--- config.mk ---
export PLATFORM = sky130hd
export DESIGN_NAME = ffha_seq
export DESIGN_NICKNAME = d
export VERILOG_FILES = /design/src/rtl/ffha_pkg.sv /design/src/rtl/ffha_seq.sv
export SDC_FILE = /design/constraint.sdc
export NUM_CORES = 1
export LEC_CHECK = 0
export BUFFER_PORTS_ARGS = -buffer_cell sky130_fd_sc_hd__buf_2
export CORE_MARGIN = 2
export CORE_UTILIZATION = 25
export CTS_CLUSTER_SIZE = 10
export DETAILED_ROUTE_END_ITERATION = 10
export PLACE_DENSITY = 0.44
export RECOVER_POWER = 25
export SYNTH_ARGS = -nofsm -noshare
export SYNTH_HDL_FRONTEND = slang
export SYNTH_SLANG_ARGS = --single-unit
--- constraint.sdc ---
create_clock -name i_clk -period 5.2 [get_ports i_clk]
set_input_delay 0.78 -clock i_clk [delete_from_list [all_inputs] [get_ports i_clk]]
set_output_delay 0.78 -clock i_clk [all_outputs]
set_load 0.005 [all_outputs]
--- src/rtl/ffha_pkg.sv ---
// Types and constants of the first-fit heap allocator.
// No dependencies; used by the sequencer, the top level and the checker.
package ffha_pkg;

    // Block header layout and the mark written over the link of a taken block.
    localparam int          HDR_BYTES  = 8;
    localparam logic [31:0] MAGIC_WORD = 32'h1979_0822;

    localparam logic [1:0] CMD_ALLOC = 2'd0;
    localparam logic [1:0] CMD_FREE  = 2'd1;
    localparam logic [1:0] CMD_INIT  = 2'd2;

    typedef struct packed {
        logic [1:0]  command;
        logic [16:0] request_size;
        logic [15:0] block_address;
    } t_in_item;

    typedef struct packed {
        logic        granted;
        logic [15:0] user_address;
    } t_out_item;

    typedef struct packed {
        logic idle;
        logic done;
    } t_seq_stat;

    typedef enum logic [4:0] {
        ST_IDLE,
        ST_FIN,
        ST_INIT_W0,
        ST_INIT_W1,
        ST_A_CHECK,
        ST_A_RSZ,
        ST_A_RNX,
        ST_A_EVAL,
        ST_A_REDUCE,
        ST_A_WR_RN,
        ST_A_WR_RS,
        ST_A_WR_CS,
        ST_A_LINK,
        ST_A_MAGIC,
        ST_F_CHECK,
        ST_F_EVAL,
        ST_F_WR_BN,
        ST_F_LINK,
        ST_F_RBS,
        ST_F_BS,
        ST_F_NS,
        ST_F_RNN,
        ST_F_WNN,
        ST_F_CPRE,
        ST_F_CS,
        ST_F_RBN,
        ST_F_WCN
    } t_state;

endpackage

--- src/rtl/ffha_seq.sv ---
// Command sequencer of the heap allocator: walks the free list in the heap
// memory one access per cycle. Depends on ffha_pkg and drives ffha_ram.
module ffha_seq #(
    parameter int  HEAP_BYTES = 65536,
    localparam int AW         = $clog2(HEAP_BYTES / 4)
) (
    input  logic                i_clk,
    input  logic                i_rst_n,
    input  logic                i_start,
    input  ffha_pkg::t_in_item  i_item,
    output ffha_pkg::t_seq_stat o_stat,
    output ffha_pkg::t_out_item o_res,
    input  logic                i_res_ready,
    output logic                o_mem_we,
    output logic [AW-1:0]       o_mem_addr,
    output logic [31:0]         o_mem_wdata,
    input  logic [31:0]         i_mem_rdata
);

    import ffha_pkg::*;

    localparam int WORDS = HEAP_BYTES / 4;
    localparam int OW    = $clog2(HEAP_BYTES);
    localparam int LW    = $clog2(HEAP_BYTES + 1);
    localparam int LIMIT = HEAP_BYTES / 8 + 2;
    localparam int SW    = $clog2(LIMIT + 1);
    localparam int RW    = $clog2(WORDS + 32770);
    localparam logic [LW-1:0] END_LINK = LW'(HEAP_BYTES);

    // Every link at or past the heap end ends the walk, so the walk pointer is
    // kept saturated to the end mark. Links that are written back to the heap
    // or to the head keep their full 32-bit value.
    function automatic logic [LW-1:0] f_link(input logic [31:0] v);
        return (v >= 32'(HEAP_BYTES)) ? END_LINK : LW'(v);
    endfunction

    function automatic logic [AW-1:0] f_wnext(input logic [AW-1:0] w);
        return (w == AW'(WORDS - 1)) ? '0 : w + AW'(1);
    endfunction

    t_state          r_state, n_state;
    logic [31:0]     r_head, n_head;
    logic [17:0]     r_size, n_size;
    logic [OW-1:0]   r_blk, n_blk;
    logic [LW-1:0]   r_cur, n_cur;
    logic [OW-1:0]   r_prev, n_prev;
    logic            r_is_head, n_is_head;
    logic [SW-1:0]   r_steps, n_steps;
    logic [31:0]     r_csize, n_csize;
    logic [31:0]     r_bsize, n_bsize;
    logic [31:0]     r_nxt, n_nxt;
    logic [31:0]     r_link, n_link;
    logic [RW-1:0]   r_rest_w, n_rest_w;
    t_out_item       r_res, n_res;

    logic [AW-1:0] cur_w, cur_w1, blk_w, blk_w1, nxt_w, nxt_w1, prev_w, rest_w, rest_w1;
    logic [17:0]   size_sum, size_in;
    logic [15:0]   uaddr;
    logic          free_bad;
    logic [LW-1:0] q_link;
    logic [31:0]   f_nxt;
    logic          steps_out, a_at_end, a_fit, a_whole, rest_over;
    logic          f_here, f_nxt_end, f_merge_n, f_merge_c;
    logic [31:0]   sum_merge;

    assign cur_w   = AW'(r_cur >> 2);
    assign cur_w1  = f_wnext(cur_w);
    assign blk_w   = AW'(r_blk >> 2);
    assign blk_w1  = f_wnext(blk_w);
    assign nxt_w   = AW'(r_nxt >> 2);
    assign nxt_w1  = f_wnext(nxt_w);
    assign prev_w  = AW'(r_prev >> 2);
    assign rest_w  = AW'(r_rest_w);
    assign rest_w1 = f_wnext(rest_w);

    // Request size rounded up to whole words; free address with the low bits dropped.
    assign size_sum = 18'(i_item.request_size) + 18'd3;
    assign size_in  = {size_sum[17:2], 2'b00};
    assign uaddr    = {i_item.block_address[15:2], 2'b00};
    assign free_bad = (uaddr < 16'(HDR_BYTES)) || (32'(uaddr) >= 32'(HEAP_BYTES));

    assign q_link    = f_link(i_mem_rdata);
    assign steps_out = (r_steps == SW'(LIMIT));
    assign a_at_end  = (r_cur >= END_LINK);
    assign a_fit     = (r_csize >= 32'(r_size));
    assign a_whole   = (r_csize < 32'(r_size) + 32'(HDR_BYTES));
    assign rest_over = (r_rest_w >= RW'(WORDS));

    // During the free walk the successor comes from the head register on the
    // first step and from the link word read in the previous cycle after that.
    assign f_nxt     = r_is_head ? r_head : i_mem_rdata;
    assign f_nxt_end = (f_nxt >= 32'(HEAP_BYTES));
    assign f_here    = (r_is_head || (32'(r_blk) > 32'(r_cur)))
                    && (f_nxt_end || (32'(r_blk) < f_nxt));
    assign f_merge_n = (r_nxt < 32'(HEAP_BYTES))
                    && (33'(r_blk) + 33'(HDR_BYTES) + 33'(i_mem_rdata) == 33'(r_nxt));
    assign f_merge_c = (33'(r_cur) + 33'(HDR_BYTES) + 33'(i_mem_rdata) == 33'(r_blk));
    assign sum_merge = i_mem_rdata + r_bsize + 32'(HDR_BYTES);

    // Next state.
    always_comb begin
        n_state = r_state;
        unique case (r_state)
            ST_IDLE: begin
                if (i_start) begin
                    unique case (i_item.command)
                        CMD_ALLOC: n_state = ST_A_CHECK;
                        CMD_FREE:  n_state = free_bad ? ST_FIN : ST_F_CHECK;
                        CMD_INIT:  n_state = ST_INIT_W0;
                        default:   n_state = ST_FIN;
                    endcase
                end
            end
            ST_INIT_W0:  n_state = ST_INIT_W1;
            ST_INIT_W1:  n_state = ST_FIN;
            ST_A_CHECK:  n_state = (steps_out || a_at_end) ? ST_FIN : ST_A_RSZ;
            ST_A_RSZ:    n_state = ST_A_RNX;
            ST_A_RNX:    n_state = ST_A_EVAL;
            ST_A_EVAL: begin
                priority if (!a_fit) begin
                    n_state = ST_A_CHECK;
                end else if (a_whole) begin
                    n_state = ST_A_LINK;
                end else begin
                    n_state = ST_A_REDUCE;
                end
            end
            ST_A_REDUCE: n_state = rest_over ? ST_A_REDUCE : ST_A_WR_RN;
            ST_A_WR_RN:  n_state = ST_A_WR_RS;
            ST_A_WR_RS:  n_state = ST_A_WR_CS;
            ST_A_WR_CS:  n_state = ST_A_LINK;
            ST_A_LINK:   n_state = ST_A_MAGIC;
            ST_A_MAGIC:  n_state = ST_FIN;
            ST_F_CHECK:  n_state = steps_out ? ST_FIN : ST_F_EVAL;
            ST_F_EVAL: begin
                priority if (f_here) begin
                    n_state = ST_F_WR_BN;
                end else if (f_nxt_end) begin
                    n_state = ST_FIN;
                end else begin
                    n_state = ST_F_CHECK;
                end
            end
            ST_F_WR_BN:  n_state = ST_F_LINK;
            ST_F_LINK:   n_state = ST_F_RBS;
            ST_F_RBS:    n_state = ST_F_BS;
            ST_F_BS:     n_state = f_merge_n ? ST_F_NS : ST_F_CPRE;
            ST_F_NS:     n_state = ST_F_RNN;
            ST_F_RNN:    n_state = ST_F_WNN;
            ST_F_WNN:    n_state = ST_F_CPRE;
            ST_F_CPRE:   n_state = r_is_head ? ST_FIN : ST_F_CS;
            ST_F_CS:     n_state = f_merge_c ? ST_F_RBN : ST_FIN;
            ST_F_RBN:    n_state = ST_F_WCN;
            ST_F_WCN:    n_state = ST_FIN;
            ST_FIN:      n_state = i_res_ready ? ST_IDLE : ST_FIN;
            default:     n_state = ST_IDLE;
        endcase
    end

    // Memory port and status outputs.
    always_comb begin
        o_mem_we    = 1'b0;
        o_mem_addr  = cur_w;
        o_mem_wdata = '0;
        unique case (r_state)
            ST_INIT_W0: begin
                o_mem_we    = 1'b1;
                o_mem_addr  = '0;
                o_mem_wdata = 32'(HEAP_BYTES);
            end
            ST_INIT_W1: begin
                o_mem_we    = 1'b1;
                o_mem_addr  = AW'(1);
                o_mem_wdata = 32'(HEAP_BYTES - HDR_BYTES);
            end
            ST_A_RSZ:   o_mem_addr = cur_w1;
            ST_A_WR_RN: begin
                o_mem_we    = 1'b1;
                o_mem_addr  = rest_w;
                o_mem_wdata = r_nxt;
            end
            ST_A_WR_RS: begin
                o_mem_we    = 1'b1;
                o_mem_addr  = rest_w1;
                o_mem_wdata = r_csize - 32'(HDR_BYTES) - 32'(r_size);
            end
            ST_A_WR_CS: begin
                o_mem_we    = 1'b1;
                o_mem_addr  = cur_w1;
                o_mem_wdata = 32'(r_size);
            end
            ST_A_LINK: begin
                o_mem_we    = !r_is_head;
                o_mem_addr  = prev_w;
                o_mem_wdata = r_link;
            end
            ST_A_MAGIC: begin
                o_mem_we    = 1'b1;
                o_mem_wdata = MAGIC_WORD;
            end
            ST_F_WR_BN: begin
                o_mem_we    = 1'b1;
                o_mem_addr  = blk_w;
                o_mem_wdata = r_nxt;
            end
            ST_F_LINK: begin
                o_mem_we    = !r_is_head;
                o_mem_wdata = 32'(r_blk);
            end
            ST_F_RBS:   o_mem_addr = blk_w1;
            ST_F_BS:    o_mem_addr = nxt_w1;
            ST_F_NS: begin
                o_mem_we    = 1'b1;
                o_mem_addr  = blk_w1;
                o_mem_wdata = sum_merge;
            end
            ST_F_RNN:   o_mem_addr = nxt_w;
            ST_F_WNN: begin
                o_mem_we    = 1'b1;
                o_mem_addr  = blk_w;
                o_mem_wdata = i_mem_rdata;
            end
            ST_F_CPRE:  o_mem_addr = cur_w1;
            ST_F_CS: begin
                o_mem_we    = f_merge_c;
                o_mem_addr  = cur_w1;
                o_mem_wdata = sum_merge;
            end
            ST_F_RBN:   o_mem_addr = blk_w;
            ST_F_WCN: begin
                o_mem_we    = 1'b1;
                o_mem_wdata = i_mem_rdata;
            end
            default: begin
                o_mem_we = 1'b0;
            end
        endcase
        o_stat.idle = (r_state == ST_IDLE);
        o_stat.done = (r_state == ST_FIN) && i_res_ready;
        o_res       = r_res;
    end

    // Datapath registers.
    always_comb begin
        n_head    = r_head;
        n_size    = r_size;
        n_blk     = r_blk;
        n_cur     = r_cur;
        n_prev    = r_prev;
        n_is_head = r_is_head;
        n_steps   = r_steps;
        n_csize   = r_csize;
        n_bsize   = r_bsize;
        n_nxt     = r_nxt;
        n_link    = r_link;
        n_rest_w  = r_rest_w;
        n_res     = r_res;
        unique case (r_state)
            ST_IDLE: begin
                if (i_start) begin
                    n_size    = size_in;
                    n_blk     = OW'(32'(uaddr) - 32'(HDR_BYTES));
                    n_cur     = (i_item.command == CMD_ALLOC) ? f_link(r_head) : '0;
                    n_is_head = 1'b1;
                    n_steps   = '0;
                    n_res     = '0;
                end
            end
            ST_INIT_W0: n_head = '0;
            ST_INIT_W1: n_res.granted = 1'b1;
            ST_A_RNX:   n_csize = i_mem_rdata;
            ST_A_EVAL: begin
                n_nxt = i_mem_rdata;
                priority if (!a_fit) begin
                    n_prev    = OW'(r_cur);
                    n_cur     = q_link;
                    n_is_head = 1'b0;
                    n_steps   = r_steps + SW'(1);
                end else if (a_whole) begin
                    n_link = i_mem_rdata;
                end else begin
                    n_link   = 32'(r_cur) + 32'(HDR_BYTES) + 32'(r_size);
                    n_rest_w = RW'(cur_w) + RW'(2) + RW'(r_size >> 2);
                end
            end
            ST_A_REDUCE: begin
                if (rest_over) begin
                    n_rest_w = r_rest_w - RW'(WORDS);
                end
            end
            ST_A_LINK: begin
                if (r_is_head) begin
                    n_head = r_link;
                end
            end
            ST_A_MAGIC: begin
                n_res.granted      = 1'b1;
                n_res.user_address = 16'(32'(r_cur) + 32'(HDR_BYTES));
            end
            ST_F_EVAL: begin
                priority if (f_here) begin
                    n_nxt = f_nxt;
                end else if (!f_nxt_end) begin
                    n_cur     = f_link(f_nxt);
                    n_is_head = 1'b0;
                    n_steps   = r_steps + SW'(1);
                end else begin
                    n_nxt = r_nxt;
                end
            end
            ST_F_WR_BN: n_res.granted = 1'b1;
            ST_F_LINK: begin
                if (r_is_head) begin
                    n_head = 32'(r_blk);
                end
            end
            ST_F_BS:    n_bsize = i_mem_rdata;
            ST_F_NS:    n_bsize = sum_merge;
            default: begin
                n_res = r_res;
            end
        endcase
    end

    always_ff @(posedge i_clk) begin
        if (!i_rst_n) begin
            r_state <= ST_IDLE;
            r_head  <= 32'(HEAP_BYTES);
        end else begin
            r_state <= n_state;
            r_head  <= n_head;
        end
    end

    always_ff @(posedge i_clk) begin
        r_size    <= n_size;
        r_blk     <= n_blk;
        r_cur     <= n_cur;
        r_prev    <= n_prev;
        r_is_head <= n_is_head;
        r_steps   <= n_steps;
        r_csize   <= n_csize;
        r_bsize   <= n_bsize;
        r_nxt     <= n_nxt;
        r_link    <= n_link;
        r_rest_w  <= n_rest_w;
        r_res     <= n_res;
    end

endmodule

==> results of run 1 <==
==> layer usage <==
metal	wire length [um]	part of all wire, %
met5	13	0.012
met4	3140	2.9
met3	6870	6.4
met2	48900	46
met1	48000	45
==> layout make-up <==
cell class	instances	area [um2]
clock inverter	13	194
antenna	1	2.50
sequential	274	7860
tap	1265	1580
inverter	142	536
fill	10200	66400
multi-input combinational	2103	15400
clock buffer	56	1080
timing repair buffer	322	1960
==> registers in the layout, indices dropped and copies added, names as in the netlist, 16 cells and up <==
| name | flops |
|---|---|
| r_bsize | 32 |
| r_csize | 32 |
| r_head | 32 |
| r_link | 32 |
| r_nxt | 32 |
| o_res | 17 |
| r_cur | 17 |
| r_rest_w | 16 |
| r_size | 16 |
==> cells in the final DEF (no fill, tap or decap), types with 30 or more instances in the layout <==
master / count
ha_1: 264
edfxtp_1: 237
nand2_1: 218
nor2_1: 191
buf_4: 149
a21oi_1: 148
o21ai_0: 143
xnor2_1: 141
inv_1: 137
buf_2: 124
nand3_1: 107
xor2_1: 94
nor3_1: 62
clkbuf_1: 57
clkbuf_16: 38
dfxtp_1: 37
mux2_2: 36
and2_1: 34
a21o_1: 32
and3_1: 30
nor4_1: 30
nand4_1: 30
==> worst register-to-register path: cells and delay by family, from the launching register on <==
kind	cells	cell delay [ns]
AO/OA/AOI/OAI	7	2.13
adder cells (fa/ha/maj)	3	1.04
buffers and inverters	3	0.69
flip-flops	1	0.45
XOR/XNOR	1	0.20
AND/OR/NAND/NOR	1	0.12
multiplexers	1	0.12
==> cell families after synthesis <==
logic type | share of synthesized area (%)
flops | 32.8
fa+ha+maj | 14.5
compound gates | 20.1
xor+xnor | 8.66
mux | 2.78
buf+inv | 4.30
simple gates | 16.9
==> power by group through the flow <==
stage,logic [mW],clock network [mW],registers [mW]
after global placement,6.90,0,3.22
after floorplan,4.23,0,3.17
final,7.12,2.77,3.18
after global routing,7.79,2.90,3.20
after detailed placement,6.87,0,3.22
after CTS,7.02,2.82,3.18
==> path summary, 6_finish.rpt <==
check,startpoint,to,slack [ns]
max,r_cur[2]$_DFFE_PP_,o_mem_we,-0.18
min,i_item[2],r_blk[2]$_DFFE_PP_,0.40
max reg2reg,r_cur[2]$_DFFE_PP_,r_rest_w[15]$_DFFE_PP_,0.20
min reg2reg,r_head[31]$_SDFFE_PN0P_,r_head[31]$_SDFFE_PN0P_,0.49
==> what timing repair did <==
item                       CTS  global route
buffers inserted             5             3
gates resized for setup     27            25
setup endpoints to repair    1            13
pin swaps                   18            13
==> metrics by stage <==
stage               util [%]  setup slack (ns)  hold WS (ns)
floorplan                  -             0.383         0.451
finish                  30.1            -0.182         0.397
global route            30.1            -0.306         0.391
CTS                     30.1            -0.293         0.377
detailed placement      28.6            -0.538         0.478
global placement        28.6            -0.540         0.471
==> impl_metrics.py, run 1 <==
metrics = {
    "cells_and_area": {
        "final_nets": 3227,
        "layout-drive-gt1-share_pct": 15.4,
        "syn2layout_area_growth_pct": 19.3,
        "post-route-cell-area_mm2": 0.0286,
        "fin_cells": 4176,
    },
    "grt": {
        "met3_usage_pct": 2.88,
        "grtUsageMet2_pct": 34.3,
        "gr-total-overflow": 0,
        "grt_antenna_before_repair": 9,
        "grt_max_degree": 62,
        "grtUsageTotal_pct": 21.1,
        "top_usage_layer": "met2",
        "grt_pass1_wl_um": 153000,
        "use_met1_pct": 29.1,
        "grt_pass1_vias": 21600,
    },
    "clock_network": {
        "htreeDepth": 2,
        "path_clk_slew_ns": 0.06,
        "clkLatencyLatePin_ns": 0.58,
        "cts_tree": "yes",
        "clockBufferDepth": 3,
        "cts_hold_buf": 0,
        "root_buffer": "clkbuf_16",
        "clock_sinks": 274,
        "cts_buffers": 38,
    },
    "logic_synthesis": {
        "synth-edff-count": 237,
        "synth.avg_cell_area_um2": 9.06,
        "ys.flop_type": "edfxtp_1",
        "yosysMostFrequentCell": "ha_1",
        "synth_area_mm2": 0.0240,
        "yosys-top-cells-area": "edfxtp_1, ha_1, xnor2_1, xor2_1, nand2_1",
        "synthDistinctLibCells": 85,
        "syn_nets": 2994,
        "yosys_warnings": 0,
        "ys_top_cells_by_count": "ha_1, edfxtp_1, nand2_1, nor2_1, a21oi_1",
        "synth_top_area_share_pct": 29.7,
        "ys_seq_area_share_pct": 32.8,
        "yosys.area.top_type": "edfxtp_1",
        "syn_inst": 2648,
        "synthArstFlopShare_pct": 0,
        "ys_ff_latch": 274,
    },
    "critical_path": {
        "path_buf_inv": 4,
        "start_kind": "flop",
        "worstPathRequired_ns": 4.42,
        "cp.depth": 15,
        "path_class": "reg2out",
        "crit_arrival_ns": 4.60,
        "path_cells": "ha_4 > buf_6 > fa_2 > xnor2_4 > xnor2_2 > a2111o_1 > a2111oi_4 > buf_4 > nand4_1 > or4_4 > or4_4 > nor4_4 > buf_4 > or3_4 > buf_6",
        "cpLargestDelayFamily": "simple AND/OR/NAND/NOR gates",
        "critPathSlowestCell": "or4_4",
        "end_kind": "output port",
        "cp_max_fo": 2,
        "r2r_cells": 16,
        "cpPeakStageDelay_ns": 0.51,
    },
    "timing": {
        "worstMarginPinSlew_ns": 1.36,
        "setup_viol": 4,
        "slew_headroom_pct": 9.40,
        "fin_worst_skew_ns": 0.0370,
        "fin_ws_ns": -0.182,
        "fmax_ghz": 0.186,
        "timing.final.crit_share_pct": 104,
        "fin_crit_ns": 5.38,
        "setup_tns_ns": -0.359,
        "finalHoldViolCount": 0,
        "rsz0062_at_grt": "yes",
        "drv_slew": 0,
    },
    "place": {
        "dpl-instance-area_mm2": 0.0272,
        "gp_congestion": 0.929,
        "hpwl_um": 83100,
        "port_buffers": 134,
        "dpl.cell_count": 4098,
    },
    "floorplanning": {
        "chipHeight_um": 314,
        "die_w_um": 314,
        "core_area_mm2": 0.0950,
        "die-area_mm2": 0.0984,
        "io_pins": 137,
        "initial_core_util_pct": 25.2,
        "rows": 113,
    },
    "detailed_routing": {
        "post_drt_wl_per_cell_um": 25.6,
        "vias_per_cell": 5.38,
        "num_vias": 22500,
        "dr.first_iter.drc_count": 2277,
        "wl_um": 107000,
        "antenna_left": 0,
        "drt-pass1-iter-count": 8,
        "drc_errors": 0,
    },
    "power": {
        "power.leakage_nw": 11.5,
        "p_int_mw": 7.24,
        "p_per_area_mw_per_mm2": 457,
        "peakVddDrop_uv": 231,
        "switching_share_pct": 44.6,
        "seq_power_share_pct": 24.3,
        "clockPowerShare_pct": 21.2,
        "power_frac_comb_pct": 54.4,
        "p_sw_mw": 5.83,
        "finalPower_mw": 13.1,
    },
    "flow_run": {
        "maxCapViolations": 0,
    },
    "run_status": {
        "violations": "negative setup slack",
        "status": "complete, but fails checks",
    },
    "hold_path": {
        "whs_path_depth": 1,
        "hold_path_class": "in2reg",
    },
}
Power figures use the tool's default switching activity.
==> run 2, diff against run 1 <==
--- a/config.mk
+++ b/config.mk
@@ -8,9 +8,10 @@
 export BUFFER_PORTS_ARGS = -buffer_cell sky130_fd_sc_hd__buf_2
 export CORE_MARGIN = 2
 export CORE_UTILIZATION = 25
+export CTS_BUF_LIST = sky130_fd_sc_hd__clkbuf_8
 export CTS_CLUSTER_SIZE = 10
 export DETAILED_ROUTE_END_ITERATION = 10
-export PLACE_DENSITY = 0.44
+export PLACE_DENSITY = 0.42
 export RECOVER_POWER = 25
 export SYNTH_ARGS = -nofsm -noshare
 export SYNTH_HDL_FRONTEND = slang
==> constraint.sdc (replaced) <==
create_clock -name i_clk -period 7 [get_ports i_clk]
set_input_delay 1.05 -clock i_clk [delete_from_list [all_inputs] [get_ports i_clk]]
set_output_delay 1.05 -clock i_clk [all_outputs]
set_load 0.005 [all_outputs]
==> run 2 against run 1 <==
The flow finishes with violations (max-capacitance violations, max-slew violations). Flip-flop and latch count did not move. First-iteration DRC count rose by 2.7%. Sequential share of layout area rose by 1.2 points. Via count shrank 0.24%. Largest power group unchanged.
==> impl_metrics.py, run 2 (synthesis results as in run 1) <==
metrics = {
    "floorplanning": {
        "io_pins": 137,
        "die_w_um": 314,
        "die-area_mm2": 0.0984,
        "initial_core_util_pct": 25.2,
        "chipHeight_um": 314,
        "rows": 113,
        "core_area_mm2": 0.0950,
    },
    "cells_and_area": {
        "fin_cells": 4106,
        "fillers": 10200,
        "final_cell_mix": "ha_1, edfxtp_1, nand2_1",
        "area.sequential_mm2": 0.00786,
        "final_common_cell": "ha_1",
        "final_nets": 3139,
        "multi_input_area_mm2": 0.0152,
        "finish.utilization_pct": 28.9,
        "layout-drive-gt1-share_pct": 11.6,
        "syn2layout_area_growth_pct": 14.5,
        "post-route-cell-area_mm2": 0.0275,
    },
    "critical_path": {
        "cpLargestDelayFamily": "simple AND/OR/NAND/NOR gates",
        "cpPeakStageDelay_ns": 0.73,
        "path_cells": "clkbuf_1 > ha_1 > ha_1 > nand2_1 > nor2_1 > a2111oi_0 > buf_4 > o31a_1 > mux2_2 > or4_1 > or4_1 > nor4_1 > buf_4 > or3_1 > buf_2",
        "critPathSlowestCell": "clkbuf_1",
        "path_class": "reg2out",
        "path_buf_inv": 4,
        "crit_arrival_ns": 5.73,
        "cp_max_fo": 10,
        "worstPathRequired_ns": 5.95,
        "end_kind": "output port",
        "start_kind": "flop",
    },
    "timing": {
        "timing.final.crit_share_pct": 96.8,
        "fmax_ghz": 0.148,
        "worstMarginPinSlew_ns": 2.89,
        "setup_tns_ns": 0,
        "fin_worst_skew_ns": 0.0631,
        "slew_headroom_pct": -92.4,
        "rsz0062_at_grt": "no",
        "drv_slew": 85,
        "finalHoldViolCount": 0,
        "setup_viol": 0,
        "fin_hold_ws_ns": 0.484,
        "fin_ws_ns": 0.225,
        "fin_crit_ns": 6.78,
    },
    "grt": {
        "grt_antenna_before_repair": 10,
        "grt_pass1_vias": 22000,
        "grtUsageTotal_pct": 21.2,
        "grt_pass1_wl_um": 154000,
        "grt_max_degree": 62,
        "gr-total-overflow": 0,
    },
    "power": {
        "peakVddDrop_uv": 205,
        "finalPower_mw": 9.21,
        "seq_power_share_pct": 27.3,
        "p_sw_mw": 4.30,
        "switching_share_pct": 46.6,
        "power.leakage_nw": 10.9,
        "clockPowerShare_pct": 19.9,
        "p_int_mw": 4.91,
        "p_per_area_mw_per_mm2": 335,
        "power_frac_comb_pct": 52.7,
    },
    "clock_network": {
        "path_clk_slew_ns": 0.07,
        "cts_tree": "yes",
        "clockBufferDepth": 3,
        "clkLatencyLatePin_ns": 0.72,
        "root_buffer": "clkbuf_8",
        "cts_hold_buf": 0,
        "cts_setup_buffers": 0,
        "htreeDepth": 2,
        "cts_resized": 0,
        "cts_buffers": 55,
        "clock_sinks": 274,
    },
    "hold_path": {
        "hold_path_class": "reg2reg",
    },
    "place": {
        "gp_congestion": 0.915,
        "place_ws_ns": 0.459,
        "hpwl_um": 81300,
        "dpl.cell_count": 4001,
        "dpl-instance-area_mm2": 0.0264,
        "port_buffers": 134,
    },
    "detailed_routing": {
        "antenna_left": 0,
        "post_drt_wl_per_cell_um": 26.0,
        "drc_errors": 0,
        "drt-pass1-iter-count": 9,
        "wl_um": 107000,
        "num_vias": 22400,
        "vias_per_cell": 5.46,
        "dr.first_iter.drc_count": 2339,
    },
    "flow_run": {
        "maxCapViolations": 2,
    },
    "run_status": {
        "status": "complete, but fails checks",
        "violations": "max-capacitance violations, max-slew violations",
    },
}
==> run 2: changes by cell type in the layout (fill, tap and decap cells not counted), sizes merged <==
cell and change:
clkinv +12, buf -113, inv +16, bufinv +1
diode +1, clkbuf +13
==> run 2: power by group through the flow <==
stage	Clock (mW)	Combinational [mW]	Sequential [mW]
after floorplan	0	3.14	2.36
after global placement	0	4.78	2.54
after detailed placement	0	4.81	2.54
after CTS	1.88	4.85	2.51
after global routing	1.95	5.33	2.54
final	1.83	4.86	2.52
==> run 2: worst min-delay path, stage by stage, from the launching register on <==
cell	delay [ns]
dfxtp_1	0.32
nand2_1	0.05
a21boi_0	0.06
==> run 2: layout make-up <==
| class | instances | area share [%] |
|---|---|---|
| well taps | 1265 | 5.76 |
| clock inverters | 42 | 1.15 |
| inverters | 142 | 1.95 |
| diodes | 2 | 0.0182 |
| clock buffers | 61 | 3.06 |
| multi-input cells | 2103 | 55.2 |
| repair buffers | 217 | 4.19 |
| flip-flops and latches | 274 | 28.6 |
==> run 2: routing by layer <==
layer	vias up	track usage, %	wire length, um
li1	10200	-	-
met1	11100	28.5	47400
met2	889	34.6	48800
met3	204	2.94	6510
met4	8	7.50	4070
met5	-	0	41
==> run 2: final timing paths <==
kind | from | endpoint | slack [ns] | cells after the start
max | r_cur[5]$_DFFE_PP_ | o_mem_we | 0.22 | 15
min | r_head[20]$_SDFFE_PN0P_ | r_head[20]$_SDFFE_PN0P_ | 0.48 | 2
max reg2reg | r_blk[3]$_DFFE_PP_ | r_state[0]$_SDFFE_PN0P_ | 1.22 | 18
min reg2reg | r_head[20]$_SDFFE_PN0P_ | r_head[20]$_SDFFE_PN0P_ | 0.48 | 2
==> run 3, diff against run 2 <==
--- a/config.mk
+++ b/config.mk
@@ -6,12 +6,14 @@
 export NUM_CORES = 1
 export LEC_CHECK = 0
 export BUFFER_PORTS_ARGS = -buffer_cell sky130_fd_sc_hd__buf_2
+export CELL_PAD_IN_SITES_DETAIL_PLACEMENT = 0
+export CELL_PAD_IN_SITES_GLOBAL_PLACEMENT = 1
 export CORE_MARGIN = 2
 export CORE_UTILIZATION = 25
 export CTS_BUF_LIST = sky130_fd_sc_hd__clkbuf_8
 export CTS_CLUSTER_SIZE = 10
 export DETAILED_ROUTE_END_ITERATION = 10
-export PLACE_DENSITY = 0.42
+export PLACE_DENSITY = 0.51
 export RECOVER_POWER = 25
 export SYNTH_ARGS = -nofsm -noshare
 export SYNTH_HDL_FRONTEND = slang
==> run 3 against run 2 <==
The run still ends with max-capacitance violations, max-slew violations left. Clock skew down 0.032 ns. Non-clock buffer count is 4 lower. Sequential share of layout area hardly changed. Cell area is 0.10% lower. Critical endpoint unchanged.
==> impl_metrics.py, run 3 (synthesis results as in run 1) <==
metrics = {
    "power": {
        "p_per_area_mw_per_mm2": 335,
        "peakVddDrop_uv": 156,
        "power.leakage_nw": 10.9,
    },
    "grt": {
        "grtUsageTotal_pct": 21.5,
        "grt_pass1_wl_um": 155000,
        "gr-total-overflow": 0,
        "grt_antenna_before_repair": 20,
        "grt_pass1_vias": 21900,
        "grt_max_degree": 78,
    },
    "floorplanning": {
        "die-area_mm2": 0.0984,
        "core_area_mm2": 0.0950,
        "rows": 113,
        "chipHeight_um": 314,
        "initial_core_util_pct": 25.2,
        "die_w_um": 314,
        "io_pins": 137,
    },
    "critical_path": {
        "critPathSlowestCell": "or4_1",
        "end_kind": "output port",
        "timing.rr.start": "r_blk[3]$_DFFE_PP_",
        "cp_max_fo": 10,
        "rrSetupSlack_ns": 1.51,
        "path_cells": "clkbuf_1 > ha_1 > ha_1 > fa_1 > a211oi_1 > o21ai_0 > a31oi_1 > nor4_1 > a211o_1 > or4_1 > or4_1 > nor4_1 > or3_1 > buf_2",
        "cpLargestDelayFamily": "simple AND/OR/NAND/NOR gates",
        "cpPeakStageDelay_ns": 0.52,
        "crit_end": "o_mem_we",
        "cp.depth": 14,
        "worstPathRequired_ns": 5.95,
        "r2r_cells": 18,
        "cp-startpoint": "i_mem_rdata[0]",
        "r2r-end": "r_state[0]$_SDFFE_PN0P_",
        "crit_arrival_ns": 5.63,
        "path_buf_inv": 2,
        "start_kind": "input pin",
        "path_class": "in2out",
    },
    "detailed_routing": {
        "vias_per_cell": 5.41,
        "dr.first_iter.drc_count": 2188,
        "wl_um": 108000,
        "post_drt_wl_per_cell_um": 26.3,
        "drt-pass1-iter-count": 8,
        "drc_errors": 0,
        "num_vias": 22200,
        "antenna_left": 0,
    },
    "clock_network": {
        "path_clk_slew_ns": 0.06,
        "clockBufferDepth": 3,
        "root_buffer": "clkbuf_8",
        "clock_sinks": 274,
        "htreeDepth": 2,
        "cts_resized": 0,
        "cts_hold_buf": 0,
        "cts_tree": "yes",
        "cts_buffers": 56,
        "clkLatencyLatePin_ns": 0.69,
    },
    "cells_and_area": {
        "finish.utilization_pct": 28.9,
        "final_nets": 3136,
        "post-route-cell-area_mm2": 0.0274,
        "final_common_cell": "ha_1",
        "syn2layout_area_growth_pct": 14.4,
        "layout-drive-gt1-share_pct": 11.5,
        "final_cell_mix": "ha_1, edfxtp_1, nand2_1",
    },
    "place": {
        "hpwl_um": 82600,
        "gp_congestion": 0.926,
        "place_ws_ns": 0.396,
        "port_buffers": 134,
        "dpl-instance-area_mm2": 0.0264,
    },
    "timing": {
        "fin_crit_ns": 6.68,
        "setup_tns_ns": 0,
        "fin_worst_skew_ns": 0.0312,
        "finalHoldViolCount": 0,
        "fmax_ghz": 0.150,
        "slew_headroom_pct": -60.9,
        "drv_slew": 33,
        "fin_ws_ns": 0.316,
        "worstMarginPinSlew_ns": 2.41,
        "rsz0062_at_grt": "no",
        "timing.final.crit_share_pct": 95.5,
        "setup_viol": 0,
    },
    "run_status": {
        "violations": "max-capacitance violations, max-slew violations",
        "status": "complete, but fails checks",
    },
    "flow_run": {
        "maxCapViolations": 1,
    },
    "hold_path": {
        "hold_path_class": "reg2reg",
    },
}
-- run 3: routing by layer --
metal	share of wire (%)	up-vias	global-route usage (%)
met3	6.2	209	3.12
met2	46	821	35.4
met5	0.042	-	0
met1	44	10900	28.4
met4	3.9	6	7.89
li1	-	10200	-
-- run 3: layout make-up --
type	count	area, um2
clock inverters	37	235
well taps	1265	1580
multi-input cells	2103	15200
flip-flops and latches	274	7860
diodes	3	7.51
clock buffers	64	881
inverters	142	536
fillers	10200	67600
repair buffers	213	1150
-- run 3: repair_timing --
| action | in CTS | in global routing |
|---|---|---|
| setup buffers | 0 | 2 |
| hold endpoints to repair | 0 | 0 |
| setup endpoints to repair | 0 | 1 |
-- run 3: worst min path at each step --
stage / from / endpoint / slack (ns) / depth (start not counted)
CTS: r_head[20]$_SDFFE_PN0P_ / r_head[20]$_SDFFE_PN0P_ / 0.49 / 2
global route: r_head[20]$_SDFFE_PN0P_ / r_head[20]$_SDFFE_PN0P_ / 0.51 / 2
floorplan: r_head[21]$_SDFFE_PN0P_ / r_head[21]$_SDFFE_PN0P_ / 0.45 / 2
detailed placement: r_head[20]$_SDFFE_PN0P_ / r_head[20]$_SDFFE_PN0P_ / 0.48 / 2
finish: r_head[20]$_SDFFE_PN0P_ / r_head[20]$_SDFFE_PN0P_ / 0.48 / 2
global placement: r_head[22]$_SDFFE_PN0P_ / r_head[22]$_SDFFE_PN0P_ / 0.47 / 2
-- run 3: tightest hold or removal path, stage by stage, from the launching register on --
cell and delay (ns):
dfxtp_1 0.32, nand2_1 0.05, a21boi_0 0.06
-- run 3: metrics by stage --
step	total power, mW	hold WS [ns]	std cells
finish	9.18	0.485	4101
global route	9.81	0.508	4099
CTS	9.21	0.486	4096
detailed placement	7.42	0.479	3995
global placement	7.40	0.466	3995
floorplan	5.50	0.451	2648
-- run 3: power breakdown --
group	internal [mW]	total (mW)	switching (mW)	leakage, nW
combinational	1.78	4.89	3.10	7.75
clock	0.938	1.75	0.814	0.642
sequential	2.14	2.55	0.402	2.51
total	4.87	9.18	4.32	10.9
